[src/sv/ts_pkg.sv]
// shared types, constants and microcode program of the transient shaper
// no dependencies; used by every other file but the assertion header, by scoped names
package ts_pkg;

  localparam int CHANNELS    = 2;
  localparam int SAMPLE_BITS = 16;
  localparam int CHAN_W      = (CHANNELS > 1) ? $clog2(CHANNELS) : 1;
  localparam int COEF_W      = 16;
  localparam int ADDR_W      = 5;
  localparam int DATA_W      = 32;

  localparam logic [COEF_W-1:0] RST_FAST_ATT = 16'd62466;
  localparam logic [COEF_W-1:0] RST_FAST_REL = 16'd65467;
  localparam logic [COEF_W-1:0] RST_SLOW_ATT = 16'd65399;
  localparam logic [COEF_W-1:0] RST_SLOW_REL = 16'd65529;
  localparam logic [COEF_W-1:0] RST_AMOUNT   = 16'd0;

  typedef enum logic [2:0] {
    REG_FAST_ATT = 3'd0,
    REG_FAST_REL = 3'd1,
    REG_SLOW_ATT = 3'd2,
    REG_SLOW_REL = 3'd3,
    REG_AMOUNT   = 3'd4
  } reg_idx_t;

  typedef struct packed {
    logic [COEF_W-1:0] fast_att;
    logic [COEF_W-1:0] fast_rel;
    logic [COEF_W-1:0] slow_att;
    logic [COEF_W-1:0] slow_rel;
    logic [COEF_W-1:0] amount;
  } coef_t;

  // multiplier operand selects
  typedef enum logic [1:0] {
    A_FAST_ERR,
    A_SLOW_ERR,
    A_ENV_DIFF,
    A_GAIN
  } a_sel_t;

  typedef enum logic [1:0] {
    B_FAST_COEF,
    B_SLOW_COEF,
    B_AMOUNT,
    B_SAMPLE
  } b_sel_t;

  typedef enum logic [2:0] {
    WB_NONE,
    WB_FAST,
    WB_SLOW,
    WB_GAIN,
    WB_OUT,
    WB_PASS
  } wb_t;

  typedef enum logic [1:0] {
    JMP_NEXT,
    JMP_ACCEPT,
    JMP_HOME
  } jmp_t;

  localparam int STEP_W    = 4;
  localparam int PROG_LEN  = 9;
  localparam logic [STEP_W-1:0] STEP_PASS = 4'd8;

  typedef struct packed {
    a_sel_t            a_sel;
    b_sel_t            b_sel;
    logic              mul_en;
    wb_t               wb;
    jmp_t              jmp;
    logic [STEP_W-1:0] target;
  } ctl_t;

  typedef struct packed {
    logic in_fire;
    logic chan_ok;
    logic out_blocked;
  } dp_status_t;

  // one control word per step; the multiply of a step is written back one step later
  localparam ctl_t PROG [PROG_LEN] = '{
    '{A_FAST_ERR, B_FAST_COEF, 1'b0, WB_NONE, JMP_ACCEPT, STEP_PASS},
    '{A_FAST_ERR, B_FAST_COEF, 1'b1, WB_NONE, JMP_NEXT,   4'd0},
    '{A_SLOW_ERR, B_SLOW_COEF, 1'b1, WB_FAST, JMP_NEXT,   4'd0},
    '{A_SLOW_ERR, B_SLOW_COEF, 1'b0, WB_SLOW, JMP_NEXT,   4'd0},
    '{A_ENV_DIFF, B_AMOUNT,    1'b1, WB_NONE, JMP_NEXT,   4'd0},
    '{A_ENV_DIFF, B_AMOUNT,    1'b0, WB_GAIN, JMP_NEXT,   4'd0},
    '{A_GAIN,     B_SAMPLE,    1'b1, WB_NONE, JMP_NEXT,   4'd0},
    '{A_GAIN,     B_SAMPLE,    1'b0, WB_OUT,  JMP_HOME,   4'd0},
    '{A_GAIN,     B_SAMPLE,    1'b0, WB_PASS, JMP_HOME,   4'd0}
  };

endpackage

[src/sv/ts_chan_if.sv]
// valid/ready channel interfaces for samples in and shaped samples out
// depends on ts_pkg for default widths
interface ts_in_if #(
  parameter int CHAN_W = ts_pkg::CHAN_W,
  parameter int SW     = ts_pkg::SAMPLE_BITS
) ();
  logic                 valid;
  logic                 ready;
  logic [CHAN_W-1:0]    chan;
  logic signed [SW-1:0] sample_in;

  modport source (output valid, chan, sample_in, input ready);
  modport sink   (input valid, chan, sample_in, output ready);
endinterface

interface ts_out_if #(
  parameter int CHAN_W = ts_pkg::CHAN_W,
  parameter int SW     = ts_pkg::SAMPLE_BITS
) ();
  logic                 valid;
  logic                 ready;
  logic [CHAN_W-1:0]    chan_out;
  logic signed [SW-1:0] sample_out;

  modport source (output valid, chan_out, sample_out, input ready);
  modport sink   (input valid, chan_out, sample_out, output ready);
endinterface

[src/sv/ts_regs.sv]
// apb-style configuration registers: envelope poles and shaping amount
// depends on ts_pkg
module ts_regs (
  input  logic                        clk,
  input  logic                        rst_n,
  input  logic                        psel,
  input  logic                        penable,
  input  logic                        pwrite,
  input  logic [ts_pkg::ADDR_W-1:0]   paddr,
  input  logic [ts_pkg::DATA_W-1:0]   pwdata,
  output logic [ts_pkg::DATA_W-1:0]   prdata,
  output logic                        pready,
  output ts_pkg::coef_t               coef
);

  ts_pkg::coef_t     coef_r;
  ts_pkg::coef_t     coef_nxt;
  ts_pkg::reg_idx_t  idx;
  logic              wr_en;

  assign pready = 1'b1;
  assign wr_en  = psel && penable && pwrite;
  assign idx    = ts_pkg::reg_idx_t'(paddr[ts_pkg::ADDR_W-1:2]);
  assign coef   = coef_r;

  always_comb begin
    coef_nxt = coef_r;
    if (wr_en) begin
      case (idx)
        ts_pkg::REG_FAST_ATT: coef_nxt.fast_att = pwdata[ts_pkg::COEF_W-1:0];
        ts_pkg::REG_FAST_REL: coef_nxt.fast_rel = pwdata[ts_pkg::COEF_W-1:0];
        ts_pkg::REG_SLOW_ATT: coef_nxt.slow_att = pwdata[ts_pkg::COEF_W-1:0];
        ts_pkg::REG_SLOW_REL: coef_nxt.slow_rel = pwdata[ts_pkg::COEF_W-1:0];
        ts_pkg::REG_AMOUNT:   coef_nxt.amount   = pwdata[ts_pkg::COEF_W-1:0];
        default: ;
      endcase
    end
  end

  always_comb begin
    case (idx)
      ts_pkg::REG_FAST_ATT: prdata = ts_pkg::DATA_W'(coef_r.fast_att);
      ts_pkg::REG_FAST_REL: prdata = ts_pkg::DATA_W'(coef_r.fast_rel);
      ts_pkg::REG_SLOW_ATT: prdata = ts_pkg::DATA_W'(coef_r.slow_att);
      ts_pkg::REG_SLOW_REL: prdata = ts_pkg::DATA_W'(coef_r.slow_rel);
      ts_pkg::REG_AMOUNT:   prdata = ts_pkg::DATA_W'(coef_r.amount);
      default:              prdata = '0;
    endcase
  end

  always_ff @(posedge clk) begin
    if (!rst_n) begin
      coef_r.fast_att <= ts_pkg::RST_FAST_ATT;
      coef_r.fast_rel <= ts_pkg::RST_FAST_REL;
      coef_r.slow_att <= ts_pkg::RST_SLOW_ATT;
      coef_r.slow_rel <= ts_pkg::RST_SLOW_REL;
      coef_r.amount   <= ts_pkg::RST_AMOUNT;
    end else begin
      coef_r <= coef_nxt;
    end
  end

endmodule

[src/sv/ts_seq.sv]
// microcode sequencer: step counter, program fetch and jumps
// depends on ts_pkg (control word, program table)
module ts_seq (
  input  logic               clk,
  input  logic               rst_n,
  input  ts_pkg::dp_status_t status,
  output ts_pkg::ctl_t       ctl
);

  logic [ts_pkg::STEP_W-1:0] step_r;
  logic [ts_pkg::STEP_W-1:0] step_nxt;
  logic                      hold;

  assign ctl = ts_pkg::PROG[step_r];

  // a result step waits while the output register is still full and not taken
  assign hold = status.out_blocked && (ctl.wb inside {ts_pkg::WB_OUT, ts_pkg::WB_PASS});

  always_comb begin
    step_nxt = step_r;
    case (ctl.jmp)
      ts_pkg::JMP_ACCEPT: begin
        if (status.in_fire) begin
          step_nxt = status.chan_ok ? ts_pkg::STEP_W'(step_r + 1'b1) : ctl.target;
        end
      end
      ts_pkg::JMP_NEXT: begin
        if (!hold) step_nxt = ts_pkg::STEP_W'(step_r + 1'b1);
      end
      ts_pkg::JMP_HOME: begin
        if (!hold) step_nxt = '0;
      end
      default: step_nxt = '0;
    endcase
  end

  always_ff @(posedge clk) begin
    if (!rst_n) begin
      step_r <= '0;
    end else begin
      step_r <= step_nxt;
    end
  end

endmodule

[src/sv/ts_datapath.sv]
// datapath: shared multiplier, per-channel envelopes, rounding and output register
// depends on ts_pkg and the channel interfaces
module ts_datapath #(
  parameter int CHANNELS    = ts_pkg::CHANNELS,
  parameter int SAMPLE_BITS = ts_pkg::SAMPLE_BITS
) (
  input  logic               clk,
  input  logic               rst_n,
  ts_in_if.sink              in_bus,
  ts_out_if.source           out_bus,
  input  ts_pkg::coef_t      coef,
  input  ts_pkg::ctl_t       ctl,
  output ts_pkg::dp_status_t status
);

  localparam int SW     = SAMPLE_BITS;
  localparam int EW     = SW - 1;
  localparam int CHAN_W = (CHANNELS > 1) ? $clog2(CHANNELS) : 1;
  localparam int BW     = (SW > ts_pkg::COEF_W + 1) ? SW : ts_pkg::COEF_W + 1;
  localparam int PW     = SW + BW;
  localparam logic [PW:0] HALF_G = (PW+1)'(1) << (ts_pkg::COEF_W - 1);
  localparam logic [PW:0] HALF_D = (PW+1)'(1) << (SW - 2);

  logic signed [SW-1:0] x_r;
  logic [EW-1:0]        r_r;
  logic [CHAN_W-1:0]    ch_r;
  logic [EW-1:0]        fenv_r [CHANNELS];
  logic [EW-1:0]        senv_r [CHANNELS];
  logic [EW-1:0]        fe_r;
  logic [EW-1:0]        se_r;
  logic signed [SW-1:0] g_r;
  logic signed [PW-1:0] p_r;
  logic                 out_valid_r;
  logic [CHAN_W-1:0]    chan_out_r;
  logic signed [SW-1:0] sample_out_r;

  logic                 in_fire;
  logic                 out_blocked;
  logic                 wb_out_en;
  logic [SW-1:0]        abs_in;
  logic [EW-1:0]        r_in;
  logic [EW-1:0]        fe_cur;
  logic [EW-1:0]        se_cur;
  logic signed [SW-1:0] a_op;
  logic signed [BW-1:0] b_op;
  logic signed [PW-1:0] prod;
  logic signed [PW:0]   env_sum;
  logic [EW-1:0]        env_new;
  logic                 p_neg;
  logic [PW-1:0]        p_mag;
  logic [PW:0]          g_rnd;
  logic [PW:0]          d_rnd;
  logic signed [SW-1:0] g_new;
  logic signed [SW-1:0] d_val;
  logic signed [SW:0]   y_sum;
  logic signed [SW-1:0] y_sat;

  assign in_bus.ready = (ctl.jmp == ts_pkg::JMP_ACCEPT);
  assign in_fire      = in_bus.valid && in_bus.ready;
  assign out_blocked  = out_valid_r && !out_bus.ready;
  assign wb_out_en    = (ctl.wb inside {ts_pkg::WB_OUT, ts_pkg::WB_PASS}) && !out_blocked;

  assign status.in_fire     = in_fire;
  assign status.chan_ok     = ({1'b0, in_bus.chan} < (CHAN_W+1)'(CHANNELS));
  assign status.out_blocked = out_blocked;

  assign out_bus.valid      = out_valid_r;
  assign out_bus.chan_out   = chan_out_r;
  assign out_bus.sample_out = sample_out_r;

  // rectify, most negative sample clips to full scale
  assign abs_in = in_bus.sample_in[SW-1] ? SW'(-in_bus.sample_in) : SW'(in_bus.sample_in);
  assign r_in   = abs_in[SW-1] ? {EW{1'b1}} : abs_in[EW-1:0];

  assign fe_cur = fenv_r[ch_r];
  assign se_cur = senv_r[ch_r];

  // follower as r + c*(env - r) in Q.16, i.e. c*env + (1-c)*r
  always_comb begin
    case (ctl.a_sel)
      ts_pkg::A_FAST_ERR: a_op = $signed({1'b0, fe_cur}) - $signed({1'b0, r_r});
      ts_pkg::A_SLOW_ERR: a_op = $signed({1'b0, se_cur}) - $signed({1'b0, r_r});
      ts_pkg::A_ENV_DIFF: a_op = $signed({1'b0, fe_r}) - $signed({1'b0, se_r});
      ts_pkg::A_GAIN:     a_op = g_r;
      default:            a_op = '0;
    endcase
  end

  always_comb begin
    case (ctl.b_sel)
      ts_pkg::B_FAST_COEF:
        b_op = $signed(BW'((r_r > fe_cur) ? coef.fast_att : coef.fast_rel));
      ts_pkg::B_SLOW_COEF:
        b_op = $signed(BW'((r_r > se_cur) ? coef.slow_att : coef.slow_rel));
      ts_pkg::B_AMOUNT:   b_op = $signed(BW'(coef.amount));
      ts_pkg::B_SAMPLE:   b_op = BW'(x_r);
      default:            b_op = '0;
    endcase
  end

  assign prod = a_op * b_op;

  assign env_sum = $signed((PW+1)'({r_r, {ts_pkg::COEF_W{1'b0}}})) + (PW+1)'(p_r);
  assign env_new = env_sum[ts_pkg::COEF_W +: EW];

  // round half away from zero on the magnitude
  assign p_neg = p_r[PW-1];
  assign p_mag = p_neg ? PW'(-p_r) : PW'(p_r);
  assign g_rnd = ({1'b0, p_mag} + HALF_G) >> ts_pkg::COEF_W;
  assign d_rnd = ({1'b0, p_mag} + HALF_D) >> (SW - 1);
  assign g_new = p_neg ? -$signed(g_rnd[SW-1:0]) : $signed(g_rnd[SW-1:0]);
  assign d_val = p_neg ? -$signed(d_rnd[SW-1:0]) : $signed(d_rnd[SW-1:0]);

  assign y_sum = (SW+1)'(x_r) + (SW+1)'(d_val);
  assign y_sat = (y_sum[SW] != y_sum[SW-1]) ?
                 (y_sum[SW] ? {1'b1, {(SW-1){1'b0}}} : {1'b0, {(SW-1){1'b1}}}) :
                 y_sum[SW-1:0];

  always_ff @(posedge clk) begin
    if (in_fire) begin
      x_r  <= in_bus.sample_in;
      r_r  <= r_in;
      ch_r <= in_bus.chan;
    end
    if (ctl.mul_en) p_r <= prod;
    if (ctl.wb == ts_pkg::WB_FAST) fe_r <= env_new;
    if (ctl.wb == ts_pkg::WB_SLOW) se_r <= env_new;
    if (ctl.wb == ts_pkg::WB_GAIN) g_r  <= g_new;
    if (wb_out_en) begin
      chan_out_r   <= ch_r;
      sample_out_r <= (ctl.wb == ts_pkg::WB_PASS) ? x_r : y_sat;
    end
  end

  always_ff @(posedge clk) begin
    if (!rst_n) begin
      out_valid_r <= 1'b0;
      for (int i = 0; i < CHANNELS; i++) begin
        fenv_r[i] <= '0;
        senv_r[i] <= '0;
      end
    end else begin
      if (wb_out_en) out_valid_r <= 1'b1;
      else if (out_bus.ready) out_valid_r <= 1'b0;
      if (ctl.wb == ts_pkg::WB_FAST) fenv_r[ch_r] <= env_new;
      if (ctl.wb == ts_pkg::WB_SLOW) senv_r[ch_r] <= env_new;
    end
  end

endmodule

[src/sv/transient_shaper.sv]
// channel     dir  handshake     beat payload
// in_bus      in   valid/ready   chan, sample_in (signed)
// out_bus     out  valid/ready   chan_out, sample_out (signed, saturated)
// apb         in   psel/penable  paddr, pwdata -> prdata, pready tied high
//
// one sample at a time; the result is registered in the output register, set by
// four products on the single shared multiplier
// out-of-range channel: sample passed on unchanged by the pass step, envelopes untouched
// the next beat is taken while a result still waits in the output register;
// the last step holds while that register is full and not taken
// reset (sync, active low) zeroes all envelopes and loads default poles
//
// top level of the transient shaper; depends on ts_pkg, ts_chan_if, ts_regs,
// ts_seq and ts_datapath
module transient_shaper #(
  parameter int CHANNELS    = ts_pkg::CHANNELS,
  parameter int SAMPLE_BITS = ts_pkg::SAMPLE_BITS
) (
  input  logic                      clk,
  input  logic                      rst_n,
  ts_in_if.sink                     in_bus,
  ts_out_if.source                  out_bus,
  input  logic                      psel,
  input  logic                      penable,
  input  logic                      pwrite,
  input  logic [ts_pkg::ADDR_W-1:0] paddr,
  input  logic [ts_pkg::DATA_W-1:0] pwdata,
  output logic [ts_pkg::DATA_W-1:0] prdata,
  output logic                      pready
);

  ts_pkg::coef_t      coef;
  ts_pkg::ctl_t       ctl;
  ts_pkg::dp_status_t status;

  ts_regs u_regs (
    .clk     (clk),
    .rst_n   (rst_n),
    .psel    (psel),
    .penable (penable),
    .pwrite  (pwrite),
    .paddr   (paddr),
    .pwdata  (pwdata),
    .prdata  (prdata),
    .pready  (pready),
    .coef    (coef)
  );

  ts_seq u_seq (
    .clk    (clk),
    .rst_n  (rst_n),
    .status (status),
    .ctl    (ctl)
  );

  ts_datapath #(
    .CHANNELS    (CHANNELS),
    .SAMPLE_BITS (SAMPLE_BITS)
  ) u_dp (
    .clk     (clk),
    .rst_n   (rst_n),
    .in_bus  (in_bus),
    .out_bus (out_bus),
    .coef    (coef),
    .ctl     (ctl),
    .status  (status)
  );

endmodule

[src/flat_wrapper.sv]
// flat-port wrapper written by rule: the top's interface ports become plain ports
module transient_shaper_flat 
#(
  parameter int CHANNELS    = ts_pkg::CHANNELS,
  parameter int SAMPLE_BITS = ts_pkg::SAMPLE_BITS
)
  (clk, rst_n, psel, penable, pwrite, paddr, pwdata, prdata, pready, in_bus_valid, in_bus_chan, in_bus_sample_in, in_bus_ready, out_bus_valid, out_bus_chan_out, out_bus_sample_out, out_bus_ready);
  ts_in_if in_bus_i ();
  ts_out_if out_bus_i ();
  input  logic clk;
  input  logic rst_n;
  input  logic psel;
  input  logic penable;
  input  logic pwrite;
  input  logic [ts_pkg::ADDR_W-1:0] paddr;
  input  logic [ts_pkg::DATA_W-1:0] pwdata;
  output logic [ts_pkg::DATA_W-1:0] prdata;
  output logic pready;
  input wire logic [$bits(in_bus_i.valid)-1:0] in_bus_valid;
  input wire logic [$bits(in_bus_i.chan)-1:0] in_bus_chan;
  input wire logic [$bits(in_bus_i.sample_in)-1:0] in_bus_sample_in;
  output wire logic [$bits(in_bus_i.ready)-1:0] in_bus_ready;
  output wire logic [$bits(out_bus_i.valid)-1:0] out_bus_valid;
  output wire logic [$bits(out_bus_i.chan_out)-1:0] out_bus_chan_out;
  output wire logic [$bits(out_bus_i.sample_out)-1:0] out_bus_sample_out;
  input wire logic [$bits(out_bus_i.ready)-1:0] out_bus_ready;
  assign in_bus_i.valid = in_bus_valid;
  assign in_bus_i.chan = in_bus_chan;
  assign in_bus_i.sample_in = in_bus_sample_in;
  assign in_bus_ready = in_bus_i.ready;
  assign out_bus_valid = out_bus_i.valid;
  assign out_bus_chan_out = out_bus_i.chan_out;
  assign out_bus_sample_out = out_bus_i.sample_out;
  assign out_bus_i.ready = out_bus_ready;
  transient_shaper #(.CHANNELS(CHANNELS), .SAMPLE_BITS(SAMPLE_BITS)) u_core (.clk(clk), .rst_n(rst_n), .in_bus(in_bus_i), .out_bus(out_bus_i), .psel(psel), .penable(penable), .pwrite(pwrite), .paddr(paddr), .pwdata(pwdata), .prdata(prdata), .pready(pready));
endmodule
[config.mk]
export PLATFORM = sky130hd
export DESIGN_NAME = transient_shaper_flat
export DESIGN_NICKNAME = d
export VERILOG_FILES = /design/src/sv/ts_pkg.sv /design/src/sv/ts_chan_if.sv /design/src/sv/ts_regs.sv /design/src/sv/ts_seq.sv /design/src/sv/ts_datapath.sv /design/src/sv/transient_shaper.sv /design/src/flat_wrapper.sv
export SDC_FILE = /design/constraint.sdc
export NUM_CORES = 2
export LEC_CHECK = 0
export BUFFER_PORTS_ARGS = -buffer_cell sky130_fd_sc_hd__buf_2
export CAP_MARGIN = 20
export CELL_PAD_IN_SITES_DETAIL_PLACEMENT = 0
export CELL_PAD_IN_SITES_GLOBAL_PLACEMENT = 1
export CORE_MARGIN = 3
export CORE_UTILIZATION = 45
export DETAILED_ROUTE_END_ITERATION = 8
export GPL_TIMING_DRIVEN = 1
export PLACE_DENSITY_LB_ADDON = 0.1
export SYNTH_ARGS = -nofsm -noshare
export SYNTH_HDL_FRONTEND = slang
export SYNTH_HIERARCHICAL = 1
export SYNTH_SLANG_ARGS = --single-unit
[constraint.sdc]
create_clock -name clk -period 11.24 [get_ports clk]
set_input_delay 0 -clock clk [delete_from_list [all_inputs] [get_ports clk]]
set_output_delay 0 -clock clk [all_outputs]
set_load 0.05 [all_outputs]
# Yosys cells after proc, flatten, opt, wreduce, memory -nomap -nowiden
# Memories as Yosys holds them, arrays and structs flattened. A register that Yosys moved wholly into a read port is not among the register bits.
# Index checks and enable logic that the tools add are counted.
# word_totals
word_cells,114
rom_bits,224
n_memories,3
ram_bits,60
regBits,213
inputBits,61
latchBits,0
# classes
div_mod_pow,0
eq_ne,21
addsub,12
n_reduce_logical,22
n_lt_le_gt_ge,3
mul,1
shift,0
muxes,35
n_bitwise,1
# mem_list
memory,words,word_bits,read_ports,rd_ports_with_merged_regs,wr,line_no,rtl
(no name shown),16,14,1,0,0,ts_seq.sv:14,assign ctl = ts_pkg::PROG[step_r];
u_core.u_dp.fenv_r,2,15,1,1,2,ts_datapath.sv:27,logic [EW-1:0] fenv_r [CHANNELS];
u_core.u_dp.senv_r,2,15,1,1,2,ts_datapath.sv:28,logic [EW-1:0] senv_r [CHANNELS];
# ops
cell,count
$mux 16,8
$pmux 16 s5,1
$pmux 17 s4,1
$pmux 16 s4,1
$neg 16->16,3
$sub 15x15->16,3
$mul 16x17->33,1
$add 32x16->32 const B,1
$mux 32,1
$neg 32->32,1
$add 31x15->31 const B,1
$add 31x31->31,1
$gt 15x15->1,2
$mux 15,2
$reduce_or 15->1,2
$mux 14,2
$add 16x16->17,1
$mux 1,15
$eq 3x2->1 const B,4
$mux 4,3
$pmux 4 s3,1
$eq 2x2->1 const B,5
$reduce_and 2->1,5
$eq 3x3->1 const B,3
14 further kinds,27

# Longest topological paths before layout
# depth
word_depth,10
ltp_mapped,41
ltp_nobuf,39

# Hierarchy
# The synthesis kept the hierarchy.
# modules_own_cells
module,n_inst,cells_each,area_each_um2,seq_area_each_um2
ts_datapath,1,2645,24139.4,5685.5
ts_regs,1,410,3951.3,1601.5
ts_seq,1,55,459.2,80.1

# Worst setup path before layout
# OpenSTA, ideal clock, no wires.
# synth_path
path_kind,register to register
from,register with a tool-made name
to,register u_core.u_dp.p_r[29] (data pin)
stages_incl_launch_ff,40
setup_ps,258
path_buffers,4
t_arrival_ps,10239
setup_slack_ps,743
period_less_slack_ps,10497
t_required_ps,10982
cell_sequence,dfxtp_1 > clkbuf_1 > mux2_2 > ha_1 > a21oi_1 > a21boi_0 > o21ai_0 > a21oi_1 > o21ai_0 > o21ai_0 > a21oi_1 > clkbuf_1 > mux2i_1 > o21ai_0 > a21boi_0 > clkbuf_1 > nor2_1 > fa_1 > [... 4 more ...] > fa_1 > fa_1 > inv_1 > fa_1 > inv_1 > ha_1 > clkbuf_1 > a21o_1 > a21o_1 > a21oi_1 > o31ai_1 > a21oi_1 > o21ai_0 > or4b_2 > and3_1 > o21a_1 > nor2_1 > xnor2_1
# synth_rtl
item,line_no,rtl
to (signal assigned),ts_datapath.sv:125,if (ctl.mul_en) p_r <= prod;
to (decl),ts_datapath.sv:32,logic signed [PW-1:0] p_r;

==> flow_summary.toml <==
[setup_path]
crit_path_top_delay_cell = "or4b_2"
start_kind = "flip-flop"
arrival_ns = 10.92
rr_worst_depth = 38
crit_type = "flip-flop to flip-flop"
crit_fanout = 10
crit_path_end_kind = "flip-flop"
cp.buffers_inverters = 7
crit_top_cell = "fa_1"
slowest_delay_ns = 0.66
worst_path_dominant_cell_family = "adder cells"
required_ns = 11.53
crit_cells = 38

[synth]
synthesis.area_um2 = 28500
syn_area_per_cell_um2 = 9.18
ys_warn_count = 6
synth_cells = 3106

[clock_network]
clock-sinks = 274
cts_buffers = 34
clk_latency_ns = 0.55
clock_path_buffers = 3
cts_root_buf = "clkbuf_16"
htree_levels = 2
cts_tree = "yes"
clkTransAtPathRegs_ns = 0.06

[sta]
finalCritPeriodShare_pct = 94.6
rsz0062_at_grt = "no"
fmax_mhz = 94.1
min_period_ns = 10.63
relSlewSlack_pct = 28.5
tns_ns = 0
finalSetupViolCount = 0
final_max_slew_viol_count = 0
finalWorstSetupSlack_ns = 0.608
tightest_slew_ns = 1.07
skew_ns = 0.0303
hold_viol = 0

[floorplanning]
fp.coreArea_um2 = 62200
io_pins = 113
die_area_um2 = 66400
die_h_um = 258
start_util_pct = 45.9
rows = 91
chipWidth_um = 258

[routing]
drt_iter0_markers = 1755
wirelength_um = 81300
first_pass_iters = 8
postRouteAntennaNets = 0
vias_per_cell = 5.44
drc = 0
wl_per_cell_um = 20.1
route.vias.total = 22000

[global_route]
gr-usage-met3_pct = 2.66
met2_usage_pct = 41.4
top_usage_layer = "met2"
grt_first_pass_wirelength_um = 128000
grt_use_total_pct = 24.7
gr-total-overflow = 0
antenna_found_initial = 0
grt_use_met1_pct = 33.9
grt_max_degree = 84
grt_pass1_vias = 22700

[layout]
layout_commonest_cell = "inv_1"
final_nets = 3705
multiInputGateArea_um2 = 18800
drive_above_1_share_pct = 9.92
final_cell_mix = "inv_1, nor2_1, fa_1"
fill_cells = 5882
area_growth_pct = 9.94
regArea_um2 = 7370

[placement]
dpl_worst_slack_ns = 0.273
gp_congestion = 0.871
hpwl_um = 63100
io_buffers = 77

[min_path]
hold_path_depth = 2
hold_path_class = "primary input to flip-flop"

[job]
cap_violations = 0

[run_status]
outcome = "completed"
[repair_timing]
action | 4_1_cts | 5_1_grt
endpoints found under the hold margin | 118 | 0
setup endpoints to repair | 0 | 3
setup buffers | 0 | 0
gates resized for setup | 0 | 2
hold buffers | 42 | 0
[final cells by class]
cell class                 count  share of cell area (%)
multi-input combinational   2235                    59.9
sequential                   274                    23.5
inverter                     458                    5.49
timing repair buffer         190                    4.38
tap                          837                    3.34
clock buffer                  41                    2.80
clock inverter                19                   0.575
antenna                        2                  0.0160
[metrics by stage]
| step | hold WS (ns) | instance area (um^2) | instances | utilization (%) |
|---|---|---|---|---|
| 2_1_floorplan | 0.0989 | 28600 | 3121 | - |
| 3_3_place_gp | 0.194 | 29800 | 3950 | 48.0 |
| 3_5_place_dp | 0.196 | 29800 | 3950 | 48.0 |
| 4_1_cts | 0.145 | 31300 | 4052 | 50.4 |
| 5_1_grt | 0.176 | 31400 | 4054 | 50.4 |
| 6_report | 0.185 | 31400 | 4056 | 50.4 |
[per-layer routing]
| metal | part of all wire, % | routed length (um) |
|---|---|---|
| met1 | 45 | 36800 |
| met3 | 4.0 | 3290 |
| met5 | 0 | 0 |
| met4 | 3.0 | 2450 |
| met2 | 48 | 38800 |
[worst register-to-register path, delay by kind of cell, from the launching register on]
| family | cells | cell delay, ns |
|---|---|---|
| flip-flops | 1 | 0.36 |
| adder cells (fa/ha/maj) | 8 | 3.70 |
| AO/OA/AOI/OAI | 14 | 3.01 |
| AND/OR/NAND/NOR | 7 | 1.93 |
| XOR/XNOR | 1 | 0.08 |
| multiplexers | 1 | 0.38 |
| buffers and inverters | 7 | 0.93 |
[path summary, 6_finish.rpt]
path                                             from  slack [ns]                    end
worst min register to register  u_core/u_regs/coef[2]        0.48  u_core/u_regs/coef[2]
worst min-delay path                      in_bus_chan        0.18       u_core/u_dp/ch_r
worst max-delay path                        flip-flop        0.61    u_core/u_dp/p_r[29]
worst max register to register              flip-flop        0.61    u_core/u_dp/p_r[29]
[state kept, by name (all words and copies together) (netlist names), named ones only]
name / cells
u_core/u_dp/g_r: 16
u_core/u_dp/r_r: 15
u_core/u_dp/ch_r: 1
u_core/u_dp/x_r: 16
u_core/u_seq/step_r: 4
u_core/u_dp/fenv_r: 30
u_core/u_dp/senv_r: 30
u_core/u_dp/out_bus.valid: 1
u_core/u_dp/out_bus.chan_out: 1
u_core/u_dp/out_bus.sample_out: 16
u_core/u_dp/se_r: 15
u_core/u_dp/p_r: 33
u_core/u_dp/fe_r: 15
u_core/u_regs/coef: 80
Power is left out: the tool's default activity adds up to more than one toggle a clock period on the data nets, which glitch-free logic cannot reach.
